**config.mk**
```make
export PLATFORM = sky130hd
export DESIGN_NAME = circular_queue_with_dump
export DESIGN_NICKNAME = d
export VERILOG_FILES = /design/src/rtl/cqd_pkg.sv /design/src/rtl/circular_queue_with_dump.sv /design/src/rtl/cqd_front.sv /design/src/rtl/cqd_back.sv
export SDC_FILE = /design/constraint.sdc
export NUM_CORES = 1
export LEC_CHECK = 0
export ABC_AREA = 1
export BUFFER_PORTS_ARGS = -buffer_cell sky130_fd_sc_hd__buf_2
export CAP_MARGIN = 20
export CELL_PAD_IN_SITES_DETAIL_PLACEMENT = 1
export CELL_PAD_IN_SITES_GLOBAL_PLACEMENT = 2
export CORE_ASPECT_RATIO = 1.2
export CORE_MARGIN = 8
export CORE_UTILIZATION = 46
export CTS_BUF_LIST = sky130_fd_sc_hd__clkbuf_4 sky130_fd_sc_hd__clkbuf_8
export CTS_CLUSTER_DIAMETER = 100
export DETAILED_ROUTE_END_ITERATION = 7
export PLACE_DENSITY_LB_ADDON = 0.1
export SKIP_LAST_GASP = 1
export SLEW_MARGIN = 25
export SYNTH_ARGS = -nofsm -noshare
export SYNTH_HDL_FRONTEND = slang
export SYNTH_SLANG_ARGS = --single-unit
```
**constraint.sdc**
```tcl
create_clock -name clk -period 7.45 [get_ports clk]
set_input_delay 0.745 -clock clk [delete_from_list [all_inputs] [get_ports clk]]
set_output_delay 0.745 -clock clk [all_outputs]
set_load 0.05 [all_outputs]
```
**src/rtl/cqd_pkg.sv**
```systemverilog
// shared types and codes for the circular queue with dump
package cqd_pkg;

    localparam int FIELD_W = 32;

    localparam logic [1:0] CMD_PUSH = 2'd0;
    localparam logic [1:0] CMD_POP  = 2'd1;
    localparam logic [1:0] CMD_DUMP = 2'd2;

    localparam logic [1:0] ST_OK        = 2'd0;
    localparam logic [1:0] ST_OVERFLOW  = 2'd1;
    localparam logic [1:0] ST_UNDERFLOW = 2'd2;

    typedef struct packed {
        logic [1:0]                command;
        logic signed [FIELD_W-1:0] push_value;
    } in_item_t;

    typedef struct packed {
        logic [1:0]                status;
        logic signed [FIELD_W-1:0] data_out;
        logic                      last;
    } out_item_t;

    typedef struct packed {
        logic [1:0]         op;
        logic [FIELD_W-1:0] value;
    } cqd_cmd_t;

endpackage

```
**src/rtl/circular_queue_with_dump.sv**
```systemverilog
// top level of the circular queue with dump
//
//   channel  direction  handshake            payload
//   req      in         req_valid/req_stall  in_item_t  (command, push_value)
//   res      out        res_valid/res_stall  out_item_t (status, data_out, last)
//
// push, overflow and underflow results show in the cycle after the back end
// takes them; a pop passes the registered read port of the storage, then the
// result register; a dump of n entries reads one per cycle unless res_stall holds.
// a two-entry command queue lets requests arrive while the back end works.
// reset clears pointers, occupancy and control state only; storage needs no clearing pass.
// res_stall holds the result register and the back end; req_stall rises when
// the command queue is full.
module circular_queue_with_dump
    import cqd_pkg::*;
#(
    parameter int DEPTH      = 8,
    parameter int DATA_WIDTH = 32
)
(
    input  logic      clk,
    input  logic      rst_n,
    input  logic      req_valid,
    output logic      req_stall,
    input  in_item_t  req,
    output logic      res_valid,
    input  logic      res_stall,
    output out_item_t res
);

    logic     cmd_valid;
    cqd_cmd_t cmd;
    logic     cmd_take;

    cqd_front u_front (
        .clk       (clk),
        .rst_n     (rst_n),
        .req_valid (req_valid),
        .req_stall (req_stall),
        .req       (req),
        .cmd_valid (cmd_valid),
        .cmd       (cmd),
        .cmd_take  (cmd_take)
    );

    cqd_back #(
        .DEPTH      (DEPTH),
        .DATA_WIDTH (DATA_WIDTH)
    ) u_back (
        .clk       (clk),
        .rst_n     (rst_n),
        .cmd_valid (cmd_valid),
        .cmd       (cmd),
        .cmd_take  (cmd_take),
        .res_valid (res_valid),
        .res_stall (res_stall),
        .res       (res)
    );

endmodule

```
**src/rtl/cqd_front.sv**
```systemverilog
// front end: takes requests, drops unused codes, holds a two-entry command queue
module cqd_front
    import cqd_pkg::*;
(
    input  logic      clk,
    input  logic      rst_n,
    input  logic      req_valid,
    output logic      req_stall,
    input  in_item_t  req,
    output logic      cmd_valid,
    output cqd_cmd_t  cmd,
    input  logic      cmd_take
);

    cqd_cmd_t   q_reg [2];
    logic       wr_ptr_reg, wr_ptr_next;
    logic       rd_ptr_reg, rd_ptr_next;
    logic [1:0] count_reg, count_next;
    logic       accept;
    logic       known;
    logic       enq;
    logic       deq;

    assign req_stall = (count_reg == 2'd2);
    assign accept    = req_valid && !req_stall;
    assign known     = (req.command == CMD_PUSH) || (req.command == CMD_POP)
                    || (req.command == CMD_DUMP);
    // unused command codes are taken and dropped here
    assign enq       = accept && known;

    assign cmd_valid = (count_reg != 2'd0);
    assign cmd       = q_reg[rd_ptr_reg];
    assign deq       = cmd_valid && cmd_take;

    always_comb
    begin
        wr_ptr_next = wr_ptr_reg;
        rd_ptr_next = rd_ptr_reg;
        count_next  = count_reg;
        if (enq)
        begin
            wr_ptr_next = ~wr_ptr_reg;
        end
        if (deq)
        begin
            rd_ptr_next = ~rd_ptr_reg;
        end
        if (enq && !deq)
        begin
            count_next = count_reg + 2'd1;
        end
        else if (deq && !enq)
        begin
            count_next = count_reg - 2'd1;
        end
    end

    always_ff @(posedge clk or negedge rst_n)
    begin
        if (!rst_n)
        begin
            wr_ptr_reg <= 1'b0;
            rd_ptr_reg <= 1'b0;
            count_reg  <= 2'd0;
        end
        else
        begin
            wr_ptr_reg <= wr_ptr_next;
            rd_ptr_reg <= rd_ptr_next;
            count_reg  <= count_next;
        end
    end

    always_ff @(posedge clk)
    begin
        if (enq)
        begin
            q_reg[wr_ptr_reg].op    <= req.command;
            q_reg[wr_ptr_reg].value <= req.push_value;
        end
    end

endmodule

```
**src/rtl/cqd_back.sv**
```systemverilog
// back end: ring storage, pointers, occupancy and the result register
module cqd_back
    import cqd_pkg::*;
#(
    parameter int DEPTH      = 8,
    parameter int DATA_WIDTH = 32
)
(
    input  logic      clk,
    input  logic      rst_n,
    input  logic      cmd_valid,
    input  cqd_cmd_t  cmd,
    output logic      cmd_take,
    output logic      res_valid,
    input  logic      res_stall,
    output out_item_t res
);

    localparam int PTR_W   = (DEPTH > 1) ? $clog2(DEPTH) : 1;
    localparam int OCC_W   = $clog2(DEPTH + 1);
    localparam int STORE_W = (DATA_WIDTH < FIELD_W) ? DATA_WIDTH : FIELD_W;

    localparam logic S_IDLE = 1'b0;
    localparam logic S_RUN  = 1'b1;

    logic [STORE_W-1:0] mem [DEPTH];

    logic               state_reg, state_next;
    logic [PTR_W-1:0]   head_reg, head_next;
    logic [PTR_W-1:0]   tail_reg, tail_next;
    logic [OCC_W-1:0]   occ_reg, occ_next;
    logic [PTR_W-1:0]   rd_ptr_reg, rd_ptr_next;
    logic [OCC_W-1:0]   left_reg, left_next;
    logic               pend_reg, pend_next;
    logic               rd_last_reg, rd_last_next;
    logic [STORE_W-1:0] rd_data_reg;
    logic               out_valid_reg, out_valid_next;
    out_item_t          out_reg, out_next;

    logic               out_free;
    logic               full;
    logic               empty;
    logic               wr_en;
    logic               rd_en;
    logic [PTR_W-1:0]   rd_addr;
    logic               consume;
    logic               load;

    function automatic logic [PTR_W-1:0] wrap_inc(input logic [PTR_W-1:0] p);
        logic [PTR_W-1:0] r;
        if (p == PTR_W'(DEPTH - 1))
        begin
            r = '0;
        end
        else
        begin
            r = p + PTR_W'(1);
        end
        return r;
    endfunction

    assign out_free  = !out_valid_reg || !res_stall;
    assign full      = (occ_reg == OCC_W'(DEPTH));
    assign empty     = (occ_reg == '0);
    assign consume   = pend_reg && out_free;
    assign res_valid = out_valid_reg;
    assign res       = out_reg;

    always_comb
    begin
        state_next   = state_reg;
        head_next    = head_reg;
        tail_next    = tail_reg;
        occ_next     = occ_reg;
        rd_ptr_next  = rd_ptr_reg;
        left_next    = left_reg;
        pend_next    = pend_reg;
        rd_last_next = rd_last_reg;
        cmd_take     = 1'b0;
        wr_en        = 1'b0;
        rd_en        = 1'b0;
        rd_addr      = rd_ptr_reg;
        load         = 1'b0;
        out_next     = out_reg;

        case (state_reg)
            S_IDLE:
            begin
                if (cmd_valid)
                begin
                    case (cmd.op)
                        CMD_PUSH:
                        begin
                            if (out_free)
                            begin
                                cmd_take          = 1'b1;
                                load              = 1'b1;
                                out_next.data_out = '0;
                                out_next.last     = 1'b1;
                                if (full)
                                begin
                                    out_next.status = ST_OVERFLOW;
                                end
                                else
                                begin
                                    out_next.status = ST_OK;
                                    wr_en           = 1'b1;
                                    tail_next       = wrap_inc(tail_reg);
                                    occ_next        = occ_reg + OCC_W'(1);
                                end
                            end
                        end
                        CMD_POP, CMD_DUMP:
                        begin
                            if (empty)
                            begin
                                if (out_free)
                                begin
                                    cmd_take          = 1'b1;
                                    load              = 1'b1;
                                    out_next.status   = ST_UNDERFLOW;
                                    out_next.data_out = '0;
                                    out_next.last     = 1'b1;
                                end
                            end
                            else
                            begin
                                // first read goes out now, the result follows from the run state
                                cmd_take    = 1'b1;
                                rd_en       = 1'b1;
                                rd_addr     = head_reg;
                                pend_next   = 1'b1;
                                rd_ptr_next = wrap_inc(head_reg);
                                state_next  = S_RUN;
                                if (cmd.op == CMD_POP)
                                begin
                                    rd_last_next = 1'b1;
                                    left_next    = '0;
                                    head_next    = wrap_inc(head_reg);
                                    occ_next     = occ_reg - OCC_W'(1);
                                end
                                else
                                begin
                                    rd_last_next = (occ_reg == OCC_W'(1));
                                    left_next    = occ_reg - OCC_W'(1);
                                end
                            end
                        end
                        default:
                        begin
                            cmd_take = 1'b1;
                        end
                    endcase
                end
            end
            S_RUN:
            begin
                if (consume)
                begin
                    load              = 1'b1;
                    out_next.status   = ST_OK;
                    out_next.data_out = FIELD_W'(rd_data_reg);
                    out_next.last     = rd_last_reg;
                end
                // next read overlaps the hand-off of the current word
                if ((left_reg != '0) && (!pend_reg || consume))
                begin
                    rd_en        = 1'b1;
                    rd_addr      = rd_ptr_reg;
                    pend_next    = 1'b1;
                    rd_last_next = (left_reg == OCC_W'(1));
                    left_next    = left_reg - OCC_W'(1);
                    rd_ptr_next  = wrap_inc(rd_ptr_reg);
                end
                else if (consume)
                begin
                    pend_next  = 1'b0;
                    state_next = S_IDLE;
                end
            end
            default:
            begin
                state_next = S_IDLE;
            end
        endcase

        if (load)
        begin
            out_valid_next = 1'b1;
        end
        else if (!res_stall)
        begin
            out_valid_next = 1'b0;
        end
        else
        begin
            out_valid_next = out_valid_reg;
        end
    end

    always_ff @(posedge clk or negedge rst_n)
    begin
        if (!rst_n)
        begin
            state_reg     <= S_IDLE;
            head_reg      <= '0;
            tail_reg      <= '0;
            occ_reg       <= '0;
            rd_ptr_reg    <= '0;
            left_reg      <= '0;
            pend_reg      <= 1'b0;
            rd_last_reg   <= 1'b0;
            out_valid_reg <= 1'b0;
        end
        else
        begin
            state_reg     <= state_next;
            head_reg      <= head_next;
            tail_reg      <= tail_next;
            occ_reg       <= occ_next;
            rd_ptr_reg    <= rd_ptr_next;
            left_reg      <= left_next;
            pend_reg      <= pend_next;
            rd_last_reg   <= rd_last_next;
            out_valid_reg <= out_valid_next;
        end
    end

    always_ff @(posedge clk)
    begin
        out_reg <= out_next;
    end

    always_ff @(posedge clk)
    begin
        if (wr_en)
        begin
            mem[tail_reg] <= cmd.value[STORE_W-1:0];
        end
        if (rd_en)
        begin
            rd_data_reg <= mem[rd_addr];
        end
    end

endmodule
```
==> flow_summary.json, run 1 <==
{
  "cts_root_buf": "clkbuf_8",
  "startpoint": "u_front.rd_ptr_reg",
  "cts_buffers": 70,
  "timing.rr.start": "u_front.rd_ptr_reg",
  "endpoint_kind": "flip-flop",
  "whs_ps": 150,
  "hold_buffers": 0,
  "pre_cts_ws_ps": 2860,
  "clk_pin_slew_ps": 60,
  "io_buffers": 74,
  "coreArea_um2": 38500,
  "die_area_um2": 45400,
  "power_switching_mw": 4.10,
  "die_w_um": 196,
  "hpwlAfterDp_mm": 25.4,
  "crit_required_ps": 7800,
  "pwr_density_cell_nw_per_um2": 474,
  "critical_path.max_stage_delay_ps": 710,
  "die_h_um": 232,
  "place.gp.congestion": 0.745,
  "arrival_ps": 4960,
  "cts_resized": 0,
  "grt_max_degree": 98,
  "overflow": 0,
  "vias_per_cell": 5.19,
  "hold_violations": 0,
  "area_growth_pct": 12.8,
  "ys_warn_count": 0,
  "dr.pass1.iters": 4,
  "antenna_found_initial": 0,
  "clockBufferDepth": 3,
  "critical_path.max_fanout": 65,
  "post-cts-setup-buffer-count": 0,
  "p_sw_share_pct": 42.9,
  "avgSynthCellArea_um2": 10.9,
  "cpMaxStageDelayCell": "buf_4",
  "clockPowerShare_pct": 21.2,
  "dr_total_vias": 11800,
  "ys_ff_latch": 416,
  "r2r_end": "u_back.rd_data_reg[13]",
  "io_pins": 75,
  "grt_pass1_wl_mm": 71.4,
  "syn_nets": 1698,
  "largest_reg_flops": 256,
  "clock-sinks": 416,
  "htree_num_levels": 3,
  "cap_violations": 0,
  "rows": 79,
  "r2r_slack_ps": 2840,
  "timing.final.crit_share_pct": 61.9,
  "status": "finished clean",
  "p_seq_share_pct": 36.9,
  "intPower_mw": 5.45,
  "synth_area_um2": 17900,
  "static-leakage-power_nw": 8.95,
  "detail-route-antenna-nets": 0,
  "grt_pass1_vias": 12800,
  "synthCells": 1643,
  "fin_tns_setup_ps": 0,
  "nNetsFinal": 1794,
  "rsz0062_at_grt": "no",
  "num_antenna_cells": 0,
  "numPlacedInstances": 2153,
  "setup_viol": 0,
  "reg2reg_depth": 14,
  "report.final.slew_viol_count": 0,
  "start_util_pct": 46.3,
  "setup_ws_ps": 2840,
  "drtIter0Drc": 625,
  "criticalPathCategory": "flip-flop to flip-flop",
  "worstMarginPinSlew_ps": 972,
  "ys_seq_area_share_pct": 69.3,
  "clk_latency_ps": 620,
  "routedWlPerCell_um": 20.1,
  "cts_tree": "done",
  "drive_gt1_share_pct": 13.5,
  "crit_chain": "buf_4, o21ai_0, ha_1, nand2_2, nor2_8, nand3_1, nand2_2, buf_4, clkinv_2, buf_4, nand3_1, nand2_1, nand2_1, nand2_1",
  "synthDistinctLibCells": 36,
  "startpoint_type": "flip-flop",
  "hold_path.class": "input port to async pin",
  "design_area_um2": 20100,
  "grtUsageTotal_pct": 20.5,
  "fmax_mhz": 217,
  "finalCriticalPeriod_ps": 4610,
  "pwr-share-comb_pct": 41.9,
  "ir_worst_vdd_v": 0.000367,
  "drt_wl_total_mm": 45.7,
  "layoutNonFillerInstCount": 2273,
  "finClkSkew_ps": 30.1,
  "crit_end": "u_back.rd_data_reg[13]",
  "maxSlewHeadroom_pct": 35.2,
  "dpl_cell_area_um2": 18800,
  "drc_errors": 0
}
-- critical path, delay by kind of cell, from the launching register on --
kind            cells  cell delay (ps)
flops               1              360
buf+inv             4             2260
fa+ha+maj           1              480
compound gates      1              300
simple gates        8              850
-- layout by cell type (no fill, tap or decap), drive strengths merged, types with 6 or more instances in the layout --
master and instances:
nand2 420, dfrtp 25, xor2 6, o21ai 31, clkinv 22, buf 99
clkbuf 95, a21oi 8, edfxtp 391, inv 320, ha 17, nor2 25
nand3 299
-- through the flow --
| step | total power, mW | util, % |
|---|---|---|
| after detailed placement | 7.64 | 48.7 |
| final | 9.55 | 52.2 |
| after global routing | 10.2 | 52.2 |
| after floorplan | 6.36 | - |
| after CTS | 9.70 | 52.2 |
| after global placement | 7.56 | 48.5 |
-- how the worst min path moves through the flow --
stage | endpoint | slack, ps
after detailed placement | u_back.res[7] | 500
after global placement | u_back.res[9] | 490
after floorplan | u_back.head_reg[0] | 450
after CTS | u_back.res_valid | 130
final | u_back.left_reg[2] | 150
after global routing | u_back.res_valid | 180
-- power groups by stage --
stage          Sequential [mW]  Combinational [mW]  Clock (mW)
2_1_floorplan             3.90                2.45           0
6_report                  3.52                4.00        2.03
4_1_cts                   3.53                4.08        2.09
5_1_grt                   3.56                4.46        2.18
3_5_place_dp              3.57                4.07           0
3_3_place_gp              3.56                4.00           0
-- cell families (layout without fill, tap and decap cells) --
kind of cell             after synthesis  count (layout)  share of synthesized area [%]
AND/OR/NAND/NOR                      755             755                           18.5
XOR/XNOR                               9               9                          0.442
AO/OA/AOI/OAI                         49              49                           1.52
buffers and inverters                397             541                           9.06
flip-flops                           416             416                           69.3
adder cells (fa/ha/maj)               17              17                           1.19
-- per-layer routing --
layer,vias up,global-route usage (%),routed length [um]
met5,-,0,0
met4,0,7.97,1250
met3,83,3.35,1880
met2,225,36.5,23300
met1,5941,24.7,19200
li1,5550,-,-
-- layout make-up --
cell class / count / area (um^2)
Fill cell: 4179 / 18400
Clock inverter: 25 / 194
Inverter: 322 / 1210
Multi-Input combinational cell: 830 / 3980
Sequential cell: 416 / 12400
Clock buffer: 95 / 1180
Timing Repair Buffer: 99 / 598
Tap cell: 486 / 608
-- cell usage after synthesis (all sizes together) --
| cell | number | area [um^2] |
|---|---|---|
| buf | 58 | 344 |
| inv | 320 | 1200 |
| a221oi | 1 | 8.76 |
| edfxtp | 391 | 11700 |
| nand3 | 299 | 1520 |
| o21ai | 31 | 163 |
| o21bai | 1 | 7.51 |
| nor2 | 25 | 113 |
| clkinv | 2 | 8.75 |
| o21a | 1 | 7.51 |
| xnor2 | 3 | 26.3 |
| nand4 | 1 | 6.26 |
| nor3 | 5 | 35.0 |
| xor2 | 6 | 52.6 |
| o22ai | 3 | 18.8 |
| a31oi | 3 | 18.8 |
| dfrtp | 25 | 626 |
| or2 | 5 | 31.3 |
| o211ai | 1 | 7.51 |
| clkbuf | 17 | 63.8 |
| ha | 17 | 213 |
| a21oi | 8 | 40.0 |
| nand2 | 420 | 1600 |
No activity file was read; power rests on OpenSTA's default activity.
==> run 2: changes to the inputs <==
- ABC_AREA: 1 -> 0
- CORE_UTILIZATION: 46 -> 42
- clock period: 7.45 -> 4.23 ns (I/O delays scaled with it)
==> run 2 against run 1 <==
  * Via count shrank 17%
  * Sequential power rose by 69%
  * Critical path depth down 6
  * Clock power rose by 71%
  * Total power up 46%
  * Flip-flop and latch count unchanged
  * Hold slack better by 58 ps
  * Routed wire length is 11% lower
  * Clock-buffer cell count is 8 higher
  * Core utilization decreased by 2.8 points
  * Critical path type unchanged
  * Largest power group is now registers
  * Highest routed layer unchanged
==> flow_summary.json, run 2 <==
{
  "grt_pass1_vias": 10500,
  "fin_tns_setup_ps": 0,
  "hpwlAfterDp_mm": 21.9,
  "maxSlewHeadroom_pct": 35.1,
  "largest_reg_flops": 256,
  "ir_worst_vdd_v": 0.000564,
  "timing.final.crit_share_pct": 81.0,
  "crit_required_ps": 4580,
  "final_cell_mix": "edfxtp_1, inv_1, nand3_1",
  "grt_max_degree": 129,
  "clock-sinks": 416,
  "critical_path.max_fanout": 71,
  "yosys.area.top_type": "edfxtp_1",
  "drtIter0Drc": 469,
  "grt_pass1_wl_mm": 62.5,
  "status": "finished clean",
  "area_growth_pct": 16.8,
  "yosys.area.top_type_share_pct": 69.9,
  "r2r_slack_ps": 800,
  "pre_cts_ws_ps": 848,
  "synthAdderAreaFrac_pct": 1.27,
  "setup_viol": 0,
  "synthCells": 1127,
  "die_area_um2": 46700,
  "io_buffers": 74,
  "post-cts-setup-buffer-count": 0,
  "cts_tree": "done",
  "worstMarginPinSlew_ps": 973,
  "muxShareOfSynthArea_pct": 2.98,
  "vias_per_cell": 5.29,
  "startpoint_type": "flip-flop",
  "setup_ws_ps": 804,
  "avgSynthCellArea_um2": 14.9,
  "die_h_um": 235,
  "endpoint_kind": "flip-flop",
  "dr.pass1.iters": 6,
  "synthDistinctLibCells": 48,
  "ys_seq_area_share_pct": 73.6,
  "antenna_found_initial": 1,
  "overflow": 0,
  "cts_root_buf": "clkbuf_8",
  "synth_xor_area_share_pct": 0.574,
  "nFillCells": 3955,
  "die_w_um": 199,
  "fmax_mhz": 292,
  "pwr_density_cell_nw_per_um2": 713,
  "hold_violations": 0,
  "async_flop_share_pct": 6.01,
  "yosysMostFrequentCell": "edfxtp_1",
  "drt_wl_total_mm": 40.7,
  "routedWlPerCell_um": 21.9,
  "cap_violations": 0,
  "rsz0062_at_grt": "no",
  "cts_buffers": 71,
  "synth_simple_gate_area_share_pct": 8.96,
  "synth_top_family_by_area": "simple AND/OR/NAND/NOR gates",
  "synth_common_cells": "edfxtp_1, inv_1, nand3_1",
  "clk_pin_slew_ps": 60,
  "criticalPathCategory": "flip-flop to flip-flop",
  "hold_path.class": "input port to flip-flop",
  "synth_edf_count": 391,
  "synthTopCellsByArea": "edfxtp_1, o211ai_1, nand3_1, dfrtp_1, inv_1",
  "synth_area_um2": 16800,
  "dr_total_vias": 9813,
  "clk_latency_ps": 610,
  "report.final.slew_viol_count": 0,
  "final_common_cell": "edfxtp_1",
  "grtUsageTotal_pct": 17.7,
  "coreArea_um2": 39600,
  "clockBufferDepth": 3,
  "htree_num_levels": 3,
  "place.gp.congestion": 0.728,
  "detail-route-antenna-nets": 0,
  "ys_ff_latch": 416,
  "static-leakage-power_nw": 7.02,
  "ys_warn_count": 0,
  "syn_nets": 1182,
  "synth_top_flop_cell": "edfxtp_1",
  "arrival_ps": 3770,
  "io_pins": 75,
  "start_util_pct": 42.4,
  "nNetsFinal": 1326,
  "synth-compound-area-share_pct": 7.25,
  "drive_gt1_share_pct": 21.2,
  "num_antenna_cells": 0,
  "rows": 80,
  "drc_errors": 0,
  "finClkSkew_ps": 21.9,
  "finalCriticalPeriod_ps": 3430
}
-- run 2: changes by cell type after synthesis, sizes merged, moves of 10 or more --
| cell | previous run | this run |
|---|---|---|
| and2 | 0 | 35 |
| nand3 | 299 | 135 |
| and4 | 0 | 32 |
| inv | 320 | 138 |
| o211ai | 1 | 128 |
| a21oi | 8 | 18 |
| nand2 | 420 | 13 |
| o21ai | 31 | 5 |
| mux2 | 0 | 37 |
-- run 2: kinds of logic (layout without fill, tap and decap cells) --
group                      after synthesis  count (layout)
AOI/OAI and AO/OA                      166             166
xor gates and xnor gates                11              11
adders and majority gates               17              17
buffers and inverters                  206             400
DFF                                    416             416
muxes                                   45              45
and+or+nand+nor                        266             266
-- run 2: power breakdown --
group | switching (mW) | leakage (nW) | total [mW] | internal (mW)
clock | 1.56 | 0.706 | 3.47 | 1.91
combinational | 3.12 | 2.45 | 4.56 | 1.44
sequential | 0.310 | 3.87 | 5.94 | 5.63
-- run 2: timing repair --
| action | in CTS | in global routing |
|---|---|---|
| hold buffers | 35 | 0 |
| resized for setup | 0 | 0 |
| hold endpoints to repair | 93 | 0 |
-- run 2: stage by stage --
stage	cell area [um^2]	utilization [%]	power [mW]	hold slack, ps	std cells
2_1_floorplan	16800	-	9.18	127	1127
3_3_place_gp	17900	45.2	10.6	495	1696
3_5_place_dp	17900	45.2	10.7	504	1696
4_1_cts	19600	49.5	14.2	148	1854
5_1_grt	19600	49.5	14.7	210	1854
6_report	19600	49.5	14.0	208	1854
-- run 2: path summary, 6_finish.rpt --
path | start | cells past startpoint | end
worst min-delay path | req_valid | 3 | u_front.wr_ptr_reg
worst max register to register | u_front.rd_ptr_reg | 8 | u_back.rd_data_reg[8]
max in group asynchronous | rst_n | 2 | u_front.rd_ptr_reg
worst min register to register | u_back.rd_data_reg[9] | 1 | u_back.res[10]
min in group asynchronous | rst_n | 2 | u_back.rd_last_reg
worst max-delay path | u_front.rd_ptr_reg | 8 | u_back.rd_data_reg[8]
-- run 2: metal layers --
layer | up-vias | part of all wire [%] | track usage [%]
li1 | 4514 | - | -
met1 | 5078 | 43 | 22.1
met2 | 176 | 51 | 30.6
met3 | 45 | 3.9 | 3.29
met4 | 0 | 1.6 | 5.80
met5 | - | 0 | 0
-- run 2: final cells by class --
cell class	instances	area [um^2]	area share [%]
Timing Repair Buffer	139	1050	5.33
Multi-Input combinational cell	505	3660	18.7
Inverter	138	518	2.64
Clock inverter	20	124	0.632
Clock buffer	103	1220	6.24
Tap cell	533	667	3.40
Sequential cell	416	12400	63.1
-- run 2: worst max-delay path: stages, from the launching register on --
cell and delay [ps]:
dfrtp_2 390, mux2i_1 370, ha_1 500, inv_1 250
o31ai_4 360, and2_4 490, buf_12 370, o211ai_1 130
and4_1 250
==> run 3: changes to the inputs <==
- ABC_AREA: 0 -> 1
- CORE_UTILIZATION: 42 -> 43
- clock period: 4.23 -> 3.21 ns (I/O delays scaled with it)
==> run 3 against run 2 <==
  * First-iteration DRC count rose by 31%
  * Worst setup slack got worse by 510 ps
  * Global-route usage rose by 2.2 points
  * Critical path depth rose by 2
  * Total power rose by 64%
  * Cell count rose by 29%
  * Largest power group is now combinational logic
==> flow_summary.json, run 3 (same netlist as run 1, synthesis figures left out) <==
{
  "pwr_density_cell_nw_per_um2": 1090,
  "setup_viol": 0,
  "die_area_um2": 48300,
  "grt_pass1_wl_mm": 73.1,
  "num_antenna_cells": 0,
  "area_growth_pct": 17.4,
  "numPlacedInstances": 2238,
  "r2r_end": "u_back.mem[0][15]",
  "overflow": 0,
  "post-cts-setup-buffer-count": 0,
  "drt_wl_total_mm": 47.4,
  "nFillCells": 4452,
  "power_mw": 22.9,
  "detail-route-antenna-nets": 0,
  "dpl_cell_area_um2": 19300,
  "timing.final.crit_share_pct": 90.8,
  "start_util_pct": 43.2,
  "maxSlewHeadroom_pct": 58.3,
  "routedWlPerCell_um": 19.8,
  "grt_max_degree": 51,
  "dr_total_vias": 12100,
  "hold_buffers": 35,
  "largest_reg_flops": 256,
  "r2r_slack_ps": 300,
  "antenna_found_initial": 1,
  "die_w_um": 202,
  "critical_path.max_fanout": 25,
  "status": "finished clean",
  "drive_gt1_share_pct": 14.2,
  "drc_errors": 0,
  "nNetsFinal": 1854,
  "place.gp.congestion": 0.766,
  "htree_num_levels": 3,
  "layoutNonFillerInstCount": 2393,
  "clock-sinks": 416,
  "hold_path.class": "input port to flip-flop",
  "die_h_um": 239,
  "cap_violations": 0,
  "io_pins": 75,
  "final_common_cell": "nand2_1",
  "cts_resized": 0,
  "static-leakage-power_nw": 9.29,
  "worstMarginPinSlew_ps": 626,
  "startpoint": "u_front.rd_ptr_reg",
  "hold_violations": 0,
  "fmax_mhz": 343,
  "hpwlAfterDp_mm": 27.8,
  "io_buffers": 74,
  "cts_root_buf": "clkbuf_8",
  "clk_latency_ps": 630,
  "clk_pin_slew_ps": 50,
  "drtIter0Drc": 614,
  "coreArea_um2": 41300,
  "regArea_um2": 12400,
  "grtUsageTotal_pct": 19.9,
  "multi_input_area_um2": 3980,
  "endpoint_kind": "flip-flop",
  "finalCriticalPeriod_ps": 2910,
  "vias_per_cell": 5.04,
  "cts_tree": "done",
  "criticalPathCategory": "flip-flop to flip-flop",
  "crit_required_ps": 3520,
  "final_cell_mix": "nand2_1, edfxtp_1, inv_1",
  "grt_pass1_vias": 12800,
  "cts_buffers": 70,
  "design_area_um2": 21000,
  "report.final.slew_viol_count": 0,
  "finClkSkew_ps": 22.9,
  "rsz0062_at_grt": "no",
  "rows": 82,
  "startpoint_type": "flip-flop",
  "reg2reg_depth": 10,
  "crit_end": "u_back.mem[0][15]",
  "ir_worst_vdd_v": 0.000645,
  "arrival_ps": 3220,
  "timing.rr.start": "u_front.rd_ptr_reg",
  "clockBufferDepth": 3,
  "dr.pass1.iters": 5
}
==> run 3: cell types whose count changed in the layout (fill, tap and decap cells not counted), sizes merged, moves of 26 or more <==
| cell | delta |
|---|---|
| o211ai | -127 |
| nand2 | +407 |
| mux2 | -37 |
| inv | +183 |
| o21ai | +26 |
| and2 | -35 |
| and4 | -32 |
| nand3 | +164 |
==> run 3: cell type report <==
type	count	area share [%]
Multi-Input combinational cell	830	19.0
Sequential cell	416	59.0
Timing Repair Buffer	159	6.72
Clock inverter	22	0.477
Tap cell	546	3.26
Inverter	322	5.77
Clock buffer	98	5.81
==> run 3: layer usage <==
metal / vias up / track usage, % / share of wire, %
met4: 0 / 7.53 / 2.4
li1: 5674 / - / -
met3: 69 / 3.56 / 4.2
met5: - / 0 / 0
met1: 6054 / 24.1 / 43
met2: 253 / 35.2 / 51
==> run 3: worst max-delay path, stage by stage (launching register included) <==
cell	delay (ps)
dfrtp_1	410
clkinv_1	110
or2_2	270
o21ai_0	190
ha_1	260
nand2_1	100
nor3_2	370
inv_1	100
or2_1	370
nor2_4	180
buf_12	250
==> run 3: report_power, final <==
group / internal, mW / switching, mW / leakage, nW / total [mW]
Clock: 2.43 / 2.07 / 0.696 / 4.51
Sequential: 7.80 / 0.339 / 3.90 / 8.14
Combinational: 2.87 / 7.35 / 4.69 / 10.2
==> run 3: stage by stage <==
stage / util [%] / worst slack (ps) / hold slack, ps / TNS, ps
after floorplan: - / -519 / 25.4 / -66480
after global placement: 46.7 / 377 / 380 / 0
after detailed placement: 46.7 / 282 / 380 / 0
after CTS: 50.7 / 270 / 29.8 / 0
after global routing: 50.7 / 75.2 / 109 / 0
final: 50.7 / 295 / 96.7 / 0
==> run 3: worst min-delay path by stage <==
stage / startpoint / endpoint / slack (ps) / cells after the start
after floorplan: rst_n / u_back.head_reg[0] / 30 / 0
after global placement: rst_n / u_back.occ_reg[1] / 380 / 1
after detailed placement: rst_n / u_back.occ_reg[1] / 380 / 1
after CTS: res_stall / u_back.res_valid / 30 / 3
after global routing: res_stall / u_back.res_valid / 110 / 3
final: res_stall / u_back.res_valid / 100 / 3
